===== src/hw/rtl/ags_pkg.sv =====
`timescale 1ns / 1ps

package ags_pkg;

   localparam int REQ_TDATA_W = 136;
   localparam int RSP_TDATA_W = 24;
   localparam int CSR_ADDR_W  = 3;
   localparam int CSR_DATA_W  = 24;

   localparam int TIME_W   = 32;
   localparam int SAMPLE_W = 16;
   localparam int MAG_W    = 17;
   localparam int SQ_W     = 31;
   localparam int SUM_W    = 32;
   localparam int THR_W    = 39;
   localparam int GAIN_W   = 20;

   typedef enum logic [CSR_ADDR_W-1:0] {
      CSR_BASE_GAIN   = 3'd0,
      CSR_RESET_GAIN  = 3'd1,
      CSR_QUIET_TIME  = 3'd2,
      CSR_ACTIVE_TIME = 3'd3,
      CSR_GYRO_LIMIT  = 3'd4,
      CSR_ONE_G       = 3'd5
   } csr_index_type;

   localparam logic [15:0] BASE_GAIN_RST   = 16'd2500;
   localparam logic [19:0] RESET_GAIN_RST  = 20'd250000;
   localparam logic [23:0] QUIET_TIME_RST  = 24'd250000;
   localparam logic [23:0] ACTIVE_TIME_RST = 24'd500000;
   localparam logic [14:0] GYRO_LIMIT_RST  = 15'd240;
   localparam logic [15:0] ONE_G_RST       = 16'd2048;

   localparam logic [31:0] G2_RST     = 32'(ONE_G_RST) * 32'(ONE_G_RST);
   localparam logic [THR_W-1:0] THR_LO_RST = THR_W'(G2_RST) * THR_W'(81);
   localparam logic [THR_W-1:0] THR_HI_RST = THR_W'(G2_RST) * THR_W'(121);

   // rsp_tdata bit positions
   localparam int RSP_HEALTHY_BIT = 20;
   localparam int RSP_ACTIVE_BIT  = 21;

endpackage


===== src/hw/rtl/attitude_gain_scheduler_core.sv =====
`timescale 1ns / 1ps

// Attitude gain scheduler.
// req_*: one sensor sample per beat (time, armed flag, accel and gyro axes).
// rsp_*: one result per sample (gain, accel health flag, reset window flag).
// csr_*: register writes, taken on any clock with csr_we high; write only
//        while no sample is in flight.
// A sample passes from the stage 1 registers to the result register behind
// rsp_tvalid; one sample per clock when no result is stalled, in a two-deep
// pipeline (squares of the axes, then health test, timers and gain select).
// The timer state is updated as a sample moves into the result register.
// Reset: registers return to their defaults, both timers go idle, the
// pipeline empties and no result is shown.
// Stall: a result held by rsp_tready low stays on rsp_tdata; one more sample
// is taken into the first stage, after which req_tready drops until the
// result is taken.
module attitude_gain_scheduler_core (
   input  logic                              clock,
   input  logic                              reset,
   input  logic                              req_tvalid,
   output logic                              req_tready,
   // time_us[31:0], armed[32], acc_x[48:33], acc_y[64:49], acc_z[80:65],
   // rate_x[96:81], rate_y[112:97], rate_z[128:113], zero pad
   input  logic [ags_pkg::REQ_TDATA_W-1:0]   req_tdata,
   output logic                              rsp_tvalid,
   input  logic                              rsp_tready,
   // gain[19:0], acc_healthy[20], reset_active[21], zero pad
   output logic [ags_pkg::RSP_TDATA_W-1:0]   rsp_tdata,
   input  logic                              csr_we,
   input  logic [ags_pkg::CSR_ADDR_W-1:0]    csr_addr,
   input  logic [ags_pkg::CSR_DATA_W-1:0]    csr_wdata
);
   import ags_pkg::*;

   logic [15:0]       base_gain_ff;
   logic [19:0]       reset_gain_ff;
   logic [23:0]       quiet_time_ff;
   logic [23:0]       active_time_ff;
   logic [14:0]       gyro_limit_ff;
   logic [31:0]       g2_ff;
   logic [THR_W-1:0]  thr_lo_ff;
   logic [THR_W-1:0]  thr_hi_ff;

   logic              s1_valid_ff;
   logic [TIME_W-1:0] s1_time_ff;
   logic              s1_armed_ff;
   logic [SQ_W-1:0]   s1_sqx_ff, s1_sqy_ff, s1_sqz_ff;
   logic [MAG_W-1:0]  s1_rx_ff, s1_ry_ff, s1_rz_ff;

   logic                   out_valid_ff;
   logic [RSP_TDATA_W-1:0] out_data_ff;
   logic [RSP_TDATA_W-1:0] out_data_in;

   logic              was_armed_ff, was_armed_in;
   logic [TIME_W-1:0] quiet_end_ff, quiet_end_in;
   logic [TIME_W-1:0] window_end_ff, window_end_in;
   logic              reset_done_ff, reset_done_in;

   logic out_en, s1_en, st_en;

   logic [MAG_W-1:0] ax_mag, ay_mag, az_mag, rx_mag, ry_mag, rz_mag;
   logic [SUM_W-1:0] acc_sum;
   logic [THR_W-1:0] acc_sum100;
   logic             healthy, moving, active;
   logic [TIME_W-1:0] quiet_new, window_new;
   logic [GAIN_W-1:0] gain;

   function automatic logic [MAG_W-1:0] mag16(input logic [SAMPLE_W-1:0] v);
      logic [MAG_W-1:0] ext;
      ext = {v[SAMPLE_W-1], v};
      return v[SAMPLE_W-1] ? (MAG_W'(0) - ext) : ext;
   endfunction

   assign out_en     = !out_valid_ff || rsp_tready;
   assign s1_en      = !s1_valid_ff || out_en;
   assign st_en      = s1_valid_ff && out_en;
   assign req_tready = s1_en;
   assign rsp_tvalid = out_valid_ff;
   assign rsp_tdata  = out_data_ff;

   // configuration
   always_ff @(posedge clock) begin
      if (reset) begin
         base_gain_ff   <= BASE_GAIN_RST;
         reset_gain_ff  <= RESET_GAIN_RST;
         quiet_time_ff  <= QUIET_TIME_RST;
         active_time_ff <= ACTIVE_TIME_RST;
         gyro_limit_ff  <= GYRO_LIMIT_RST;
         g2_ff          <= G2_RST;
         thr_lo_ff      <= THR_LO_RST;
         thr_hi_ff      <= THR_HI_RST;
      end else begin
         thr_lo_ff <= THR_W'(g2_ff) * THR_W'(81);
         thr_hi_ff <= THR_W'(g2_ff) * THR_W'(121);
         if (csr_we) begin
            case (csr_index_type'(csr_addr))
               CSR_BASE_GAIN:   base_gain_ff   <= csr_wdata[15:0];
               CSR_RESET_GAIN:  reset_gain_ff  <= csr_wdata[19:0];
               CSR_QUIET_TIME:  quiet_time_ff  <= csr_wdata[23:0];
               CSR_ACTIVE_TIME: active_time_ff <= csr_wdata[23:0];
               CSR_GYRO_LIMIT:  gyro_limit_ff  <= csr_wdata[14:0];
               CSR_ONE_G:       g2_ff <= 32'(csr_wdata[15:0]) * 32'(csr_wdata[15:0]);
               default: ;
            endcase
         end
      end
   end

   // stage 1: magnitudes and squares
   assign ax_mag = mag16(req_tdata[48:33]);
   assign ay_mag = mag16(req_tdata[64:49]);
   assign az_mag = mag16(req_tdata[80:65]);
   assign rx_mag = mag16(req_tdata[96:81]);
   assign ry_mag = mag16(req_tdata[112:97]);
   assign rz_mag = mag16(req_tdata[128:113]);

   always_ff @(posedge clock) begin
      if (reset) begin
         s1_valid_ff <= 1'b0;
      end else if (s1_en) begin
         s1_valid_ff <= req_tvalid;
      end
   end

   always_ff @(posedge clock) begin
      if (s1_en) begin
         s1_time_ff  <= req_tdata[31:0];
         s1_armed_ff <= req_tdata[32];
         s1_sqx_ff   <= SQ_W'(34'(ax_mag) * 34'(ax_mag));
         s1_sqy_ff   <= SQ_W'(34'(ay_mag) * 34'(ay_mag));
         s1_sqz_ff   <= SQ_W'(34'(az_mag) * 34'(az_mag));
         s1_rx_ff    <= rx_mag;
         s1_ry_ff    <= ry_mag;
         s1_rz_ff    <= rz_mag;
      end
   end

   // stage 2: health test, timers, gain select
   assign acc_sum    = SUM_W'(s1_sqx_ff) + SUM_W'(s1_sqy_ff) + SUM_W'(s1_sqz_ff);
   assign acc_sum100 = THR_W'(acc_sum) * THR_W'(100);
   assign healthy    = (thr_lo_ff < acc_sum100) && (acc_sum100 < thr_hi_ff);
   assign moving     = (s1_rx_ff > MAG_W'(gyro_limit_ff))
                    || (s1_ry_ff > MAG_W'(gyro_limit_ff))
                    || (s1_rz_ff > MAG_W'(gyro_limit_ff));
   assign quiet_new  = s1_time_ff + TIME_W'(quiet_time_ff);
   assign window_new = s1_time_ff + TIME_W'(active_time_ff);

   always_comb begin
      quiet_end_in  = quiet_end_ff;
      window_end_in = window_end_ff;
      reset_done_in = reset_done_ff;
      was_armed_in  = s1_armed_ff;
      active        = 1'b0;
      if (!s1_armed_ff) begin
         if (was_armed_ff) begin
            quiet_end_in  = quiet_new;
            window_end_in = '0;
            reset_done_in = 1'b0;
         end
         if ((window_end_in != '0 || quiet_end_in != '0 || reset_done_in)
             && (moving || !healthy)) begin
            quiet_end_in  = quiet_new;
            window_end_in = '0;
         end
         if (window_end_in != '0) begin
            if (s1_time_ff >= window_end_in) begin
               quiet_end_in  = '0;
               window_end_in = '0;
               reset_done_in = 1'b1;
            end else begin
               active = 1'b1;
            end
         end else if (quiet_end_in != '0 && s1_time_ff >= quiet_end_in) begin
            window_end_in = window_new;
            quiet_end_in  = '0;
         end
      end
   end

   always_comb begin
      if (active) begin
         gain = reset_gain_ff;
      end else if (!s1_armed_ff) begin
         gain = GAIN_W'(base_gain_ff) * GAIN_W'(10);
      end else begin
         gain = GAIN_W'(base_gain_ff);
      end
      out_data_in = {2'b00, active, healthy, gain};
   end

   always_ff @(posedge clock) begin
      if (reset) begin
         was_armed_ff  <= 1'b0;
         quiet_end_ff  <= '0;
         window_end_ff <= '0;
         reset_done_ff <= 1'b0;
      end else if (st_en) begin
         was_armed_ff  <= was_armed_in;
         quiet_end_ff  <= quiet_end_in;
         window_end_ff <= window_end_in;
         reset_done_ff <= reset_done_in;
      end
   end

   always_ff @(posedge clock) begin
      if (reset) begin
         out_valid_ff <= 1'b0;
      end else if (out_en) begin
         out_valid_ff <= s1_valid_ff;
      end
   end

   always_ff @(posedge clock) begin
      if (st_en) begin
         out_data_ff <= out_data_in;
      end
   end

endmodule


===== config.mk =====
export PLATFORM = sky130hd
export DESIGN_NAME = attitude_gain_scheduler_core
export DESIGN_NICKNAME = d
export VERILOG_FILES = /design/src/hw/rtl/ags_pkg.sv /design/src/hw/rtl/attitude_gain_scheduler_core.sv
export SDC_FILE = /design/constraint.sdc
export NUM_CORES = 2
export LEC_CHECK = 0
export ABC_AREA = 1
export CORE_UTILIZATION = 44
export CTS_CLUSTER_DIAMETER = 40
export DETAILED_ROUTE_END_ITERATION = 10
export DONT_BUFFER_PORTS = 1
export PLACE_DENSITY_LB_ADDON = 0.05
export SETUP_SLACK_MARGIN = 0.15
export SLEW_MARGIN = 30
export SYNTH_ARGS = -nofsm -noshare
export SYNTH_HDL_FRONTEND = slang
export SYNTH_SLANG_ARGS = --single-unit

===== constraint.sdc =====
create_clock -name clock -period 11.05 [get_ports clock]
set_input_delay 2.21 -clock clock [delete_from_list [all_inputs] [get_ports clock]]
set_output_delay 2.21 -clock clock [all_outputs]
set_load 0.005 [all_outputs]

**Word level (Yosys, flattened, before mapping)**

Index checks and enable logic that the tools add are counted.

- Order comparisons: 7
- Reduce and logical (&&, ||, !) cells: 26
- $add $sub $neg: 10
- Mux-type cells: 29
- Equality and inequality tests: 5
- Bitwise operators: 1
- Multiply operators: 8

Operators with widths:

| operator | number |
|---|---|
| $mux 32 | 14 |
| $reduce_bool 32->1 | 4 |
| $sub 1x16->17 const A | 6 |
| $mul 17x17->31 | 3 |
| $lt 39x39->1 | 2 |
| $mul 32x7->39 const B | 2 |
| $add 32x24->32 | 2 |
| $ge 32x32->1 | 2 |
| $gt 17x15->1 | 3 |
| $mux 17 | 3 |
| $mux 15 | 3 |
| $mux 20 | 2 |
| $mul 32x5->37 const B | 1 |
| $add 31x31->32 | 1 |
| $add 32x31->32 | 1 |
| $mul 16x16->32 | 1 |
| $mul 16x3->19 const B | 1 |
| $reduce_and 2->1 | 7 |
| $logic_or 1x1->1 | 7 |
| $mux 1 | 7 |
| $eq 3x2->1 const B | 2 |
| $eq 3x3->1 const B | 2 |
| $logic_and 1x1->1 | 4 |
| $eq 3x1->1 const B | 1 |
| 3 further kinds | 5 |

- Output and inout bits: 26
- Register bits after elaboration: 476
- Word-level logic and storage cells: 112
- Input bits: 168

**Depth between registers and ports, before layout**

- Depth in word-level cells: 15
- Mapped depth: 62
- Depth with buffers taken out: 60

**Worst setup path before layout**

Ideal clock, no wire load.

- Path type: reg-to-reg
- Start: register s1_sqx_ff[5]
- End: register out_data_ff[14] (netlist: rsp_tdata[14]) (data pin)
- Buffers on the path: 4
- Slack: 1147 ps
- Period minus slack after synthesis: 9903 ps
- Data required time: 10796 ps
- Library setup time: 254 ps
- Cell stages (with the launch flop): 56
- Data arrival time: 9649 ps
- Path through: edfxtp_1 fa_1 ha_1 a21oi_1 o21ai_0 a21boi_0 o21ai_2 a21boi_0 o21ai_0 a21boi_0 o21ai_0 a21oi_1 xor2_1 inv_1 ha_1 ha_1 inv_1 fa_1 [... 20 more ...] buf_2 buf_1 nand2_1 ha_1 a21oi_1 o21ai_0 a21oi_1 o31a_1 o221ai_1 nand2_1 nand2_1 a41oi_1 nand2_1 inv_1 buf_2 o21ai_0 a21oi_1 nor2_1

- Longest elaborated chain between the ends: 15

RTL lines:

| item | RTL line | RTL |
|---|---|---|
| from (decl) | attitude_gain_scheduler_core.sv:47 | `logic [SQ_W-1:0] s1_sqx_ff, s1_sqy_ff, s1_sqz_ff;` |
| from (signal assigned) | attitude_gain_scheduler_core.sv:129 | `s1_sqx_ff <= SQ_W'(34'(ax_mag) * 34'(ax_mag));` |
| $add 31x31->32 (*) | attitude_gain_scheduler_core.sv:139 | `assign acc_sum = SUM_W'(s1_sqx_ff) + SUM_W'(s1_sqy_ff) + SUM_W'(s1_sqz_ff);` |
| $add 32x31->32 (*) | attitude_gain_scheduler_core.sv:139 |  |
| $mul 32x5->37 (*) | attitude_gain_scheduler_core.sv:140 | `assign acc_sum100 = THR_W'(acc_sum) * THR_W'(100);` |
| $lt 39x39->1 | attitude_gain_scheduler_core.sv:141 | `assign healthy = (thr_lo_ff < acc_sum100) && (acc_sum100 < thr_hi_ff);` |
| $logic_and 1x1->1 (*) | attitude_gain_scheduler_core.sv:141 |  |
| net healthy | attitude_gain_scheduler_core.sv:64 | `logic healthy, moving, active;` |
| $logic_not 1->1 (*) | attitude_gain_scheduler_core.sv:161 | `&& (moving \|\| !healthy)) begin` |
| $logic_or 1x1->1 (*) | attitude_gain_scheduler_core.sv:161 |  |
| $logic_and 1x1->1 (*) | attitude_gain_scheduler_core.sv:161 |  |
| $mux 32 (*) | attitude_gain_scheduler_core.sv:160 | `if ((window_end_in != '0 \|\| quiet_end_in != '0 \|\| reset_done_in)` |
| $mux 32 (*) | attitude_gain_scheduler_core.sv:154 | `if (!s1_armed_ff) begin` |
| $ge 32x32->1 | attitude_gain_scheduler_core.sv:166 | `if (s1_time_ff >= window_end_in) begin` |
| $mux 1 | attitude_gain_scheduler_core.sv:166 |  |
| $mux 1 (*) | attitude_gain_scheduler_core.sv:165 | `if (window_end_in != '0) begin` |
| $mux 1 (*) | attitude_gain_scheduler_core.sv:154 |  |
| $mux 20 (*) | attitude_gain_scheduler_core.sv:181 | `if (active) begin` |
| net gain[14] | attitude_gain_scheduler_core.sv:66 | `logic [GAIN_W-1:0] gain;` |
| to (signal assigned) | attitude_gain_scheduler_core.sv:215 | `out_data_ff <= out_data_in;` |
| to (decl) | attitude_gain_scheduler_core.sv:51 | `logic [RSP_TDATA_W-1:0] out_data_ff;` |

Mark *: on every way through the listed nets, which the timed path passes. The rest lies on a longest branch. The select of a mux whose other input is x is not followed.
A chain may end at the register's enable or synchronous reset.

**Final worst setup path**

- Start: register s1_sqx_ff[4]
- End: register quiet_end_ff[11]

- Longest elaborated chain between the ends: 14

RTL lines:

| item | RTL line | RTL |
|---|---|---|
| $add 31x31->32 (*) | attitude_gain_scheduler_core.sv:139 |  |
| $add 32x31->32 (*) | attitude_gain_scheduler_core.sv:139 |  |
| $mul 32x5->37 (*) | attitude_gain_scheduler_core.sv:140 |  |
| $lt 39x39->1 | attitude_gain_scheduler_core.sv:141 |  |
| $logic_and 1x1->1 (*) | attitude_gain_scheduler_core.sv:141 |  |
| net healthy | attitude_gain_scheduler_core.sv:64 |  |
| $logic_not 1->1 (*) | attitude_gain_scheduler_core.sv:161 |  |
| $logic_or 1x1->1 (*) | attitude_gain_scheduler_core.sv:161 |  |
| $logic_and 1x1->1 (*) | attitude_gain_scheduler_core.sv:161 |  |
| $mux 32 | attitude_gain_scheduler_core.sv:160 |  |
| $mux 32 | attitude_gain_scheduler_core.sv:154 |  |
| $ge 32x32->1 or $reduce_bool 32->1 (tied branches) | attitude_gain_scheduler_core.sv:173 | `end else if (quiet_end_in != '0 && s1_time_ff >= quiet_end_in) begin` |
| $logic_and 1x1->1 | attitude_gain_scheduler_core.sv:173 |  |
| $mux 32 | attitude_gain_scheduler_core.sv:173 |  |
| $mux 32 (*) | attitude_gain_scheduler_core.sv:165 |  |
| to (signal assigned) | attitude_gain_scheduler_core.sv:199 | `quiet_end_ff <= quiet_end_in;` |
| to (decl) | attitude_gain_scheduler_core.sv:55 | `logic [TIME_W-1:0] quiet_end_ff, quiet_end_in;` |

Marks and branches as above.

==> flow_summary.yaml <==
logic_synthesis:
  yosysSeqAreaShare_pct: 16.19
  synth_area_leaders: "fa_1, ha_1, inv_1"
  synth_most_common_cell: "inv_1"
  synth_area_per_cell_sq_um: 8.038
  yosysWarnings: 0
  synth_cell_types: 57
  ys_ff_latch: 468
  synth_cells: 8705
  synth-main-ff-cell: "dfxtp_1"
  yosysTopAreaCell: "fa_1"
  async_flop_share_pct: 0
  synthesis.area_sq_mm: 0.06997
  synth_top_cell_area_share_pct: 26.01
  synth_edf_count: 196
  synth_commonest_cells: "inv_1, nand2_1, ha_1"
timing:
  fmax_mhz: 96.77
  maxSlewViolCount: 0
  finClkSkew_ns: 0.07864
  grt_setup_unrepaired: "false"
  setup_violations: 0
  worst_slack_ns: 0.7162
  worstMarginPinSlew_ns: 1.019
  maxSlewHeadroom_pct: 31.97
  hold_violations: 0
  period_minus_slack_ns: 10.33
  fin_crit_sh_pct: 93.52
floorplan:
  rows: 145
  die_y_microns: 400.8
  core_sq_mm: 0.1571
  io_pins: 194
  start_util_pct: 44.54
  die_w_microns: 400.8
  die_area_sq_mm: 0.1606
status:
  status: "finished, final reports clean"
drt:
  wl_microns: 183400
  num_vias: 53760
  ant_nets: 0
  drtIter0Drc: 2986
  dr.pass1.iters: 6
  wl_per_cell_microns: 16.60
  drc: 0
  vias_per_cell: 4.868
global_routing:
  grt_first_pass_wirelength_microns: 298900
  grt_overflow: 0
  grt_usage_pct: 23.29
  grt_max_degree: 78
  grt_pass1_vias: 55430
  grt_antenna_before_repair: 1
clock_network:
  clk_pin_slew_worst_paths_ns: 0.06
  cts_num_sinks: 468
  cts-root-buf: "clkbuf_16"
  htree_levels: 3
  cts_tree: "yes"
  clock_path_buffers: 3
  clkLatencyLatePin_ns: 0.70
  hold_buffers: 0
  cts_buffers: 88
worst_setup_path:
  cp_max_fo: 25
  cp_common_cell: "nand2_1"
  start_kind: "flip-flop"
  crit_path_max_incr_delay_ns: 0.53
  crit_start: "s1_sqx_ff[4]$_DFFE_PP_"
  critPathKind: "flip-flop to flip-flop"
  reg2reg_slack_ns: 0.72
  cp-end-kind: "flip-flop"
  slowest_stage: "fa_1"
  rr_endpoint: "quiet_end_ff[11]$_SDFFE_PP0P_"
  cp_data_required_time_ns: 11.67
  r2r_cells: 61
  r2r_start: "s1_sqx_ff[4]$_DFFE_PP_"
  critPathArrivalTime_ns: 10.95
place:
  pre_cts_ws_ns: -0.04272
  hpwlAfterDp_microns: 152400
  dp_cells: 10870
  place_congestion: 0.9108
  portBuffers: 0
finish:
  area_growth_pct: 10.13
  fin_util_pct: 49.05
  fill_cells: 15560
  nNetsFinal: 10970
  final_cells: 11050
  n_antenna_cell: 0
  drive_above_1_share_pct: 4.996
  seq_area_sq_mm: 0.01133
  multi_input_area_sq_mm: 0.05034
worst_hold_path:
  hold_path.class: "flip-flop to flip-flop"
  worstHoldStart: "quiet_end_ff[29]$_SDFFE_PP0P_"
  min_to: "quiet_end_ff[29]$_SDFFE_PP0P_"
  whs_path_depth: 2
run:
  cap_violations: 0
[how the worst max path moves through the flow]
stage                                     endpoint  slack (ns)
floorplan                  rsp_tdata[14]$_DFFE_PP_        1.15
finish               quiet_end_ff[11]$_SDFFE_PP0P_        0.72
detailed placement  window_end_ff[31]$_SDFFE_PP0P_       -0.04
global route          quiet_end_ff[2]$_SDFFE_PP0P_        0.08
global placement    window_end_ff[31]$_SDFFE_PP0P_        0.05
CTS                         rsp_tdata[7]$_DFFE_PP_        0.16
[layout by cell type (no fill, tap or decap), types with 112 or more instances in the layout]
master,n
nor2_1,621
dfxtp_1,271
edfxtp_1,196
xor2_1,189
inv_1,2183
buf_4,170
conb_1,112
a21oi_1,575
fa_1,909
nand2_1,1419
ha_1,972
o21ai_0,337
nand3_1,235
[per-stage QoR]
stage	setup TNS, ns	area (sq um)	hold WS (ns)
after floorplan	0	70390	0.4176
after global placement	0	73580	0.4327
after detailed placement	-0.2082	73590	0.4353
after CTS	0	76650	0.4509
after global routing	0	77060	0.4608
final	0	77060	0.4493
[cell families (layout without fill, tap and decap cells)]
| logic type | count (synthesis) | in the layout | share of synthesized area, % |
|---|---|---|---|
| AOI/OAI and AO/OA | 1151 | 1151 | 8.998 |
| xor gates and xnor gates | 290 | 290 | 3.630 |
| adders and majority gates | 1885 | 1885 | 43.46 |
| buffers and inverters | 2384 | 2556 | 12.89 |
| DFF | 468 | 468 | 16.19 |
| other | 2 | 112 | 0.01073 |
| and+or+nand+nor | 2525 | 2525 | 14.82 |
[critical path, delay by kind of cell, from the launching register on]
family | cells | cell delay, ns
compound gates | 18 | 2.91
xor+xnor | 2 | 0.33
fa+ha+maj | 8 | 2.90
buf+inv | 12 | 1.69
flops | 1 | 0.40
simple gates | 21 | 2.01
[repair_timing]
action | in CTS | in global routing
gates cloned | 0 | 2
setup buffers | 0 | 10
pin swaps | 0 | 19
resized for setup | 4 | 75
endpoints found under the setup margin | 86 | 86
[routing by layer]
layer	global-route usage, %	routed length (microns)	vias up
li1	-	-	27270
met4	4.379	3001	0
met5	0	0	-
met1	32.30	87420	25510
met2	39.66	86770	813
met3	2.090	6183	168
[area by class of cell]
class                   instances  share of cell area, %
flip-flops and latches        468                  14.71
clock inverters                61                 0.8979
clock buffers                 103                  3.064
well taps                    2058                  3.342
multi-input cells            5963                  65.32
repair buffers                181                  1.896
inverters                    2211                  10.77
[sequential cells by signal, summed over array words and instances (netlist names), 20 cells and up]
signal,cells
thr_lo_ff,38
thr_hi_ff,36
quiet_end_ff,32
s1_time_ff,32
window_end_ff,32
g2_ff,31
s1_sqx_ff,30
s1_sqy_ff,30
s1_sqz_ff,30
active_time_ff,24
quiet_time_ff,24
rsp_tdata,22
reset_gain_ff,20
Power is left out: the tool's default activity adds up to more than one toggle a clock period on the data nets, which glitch-free logic cannot reach.
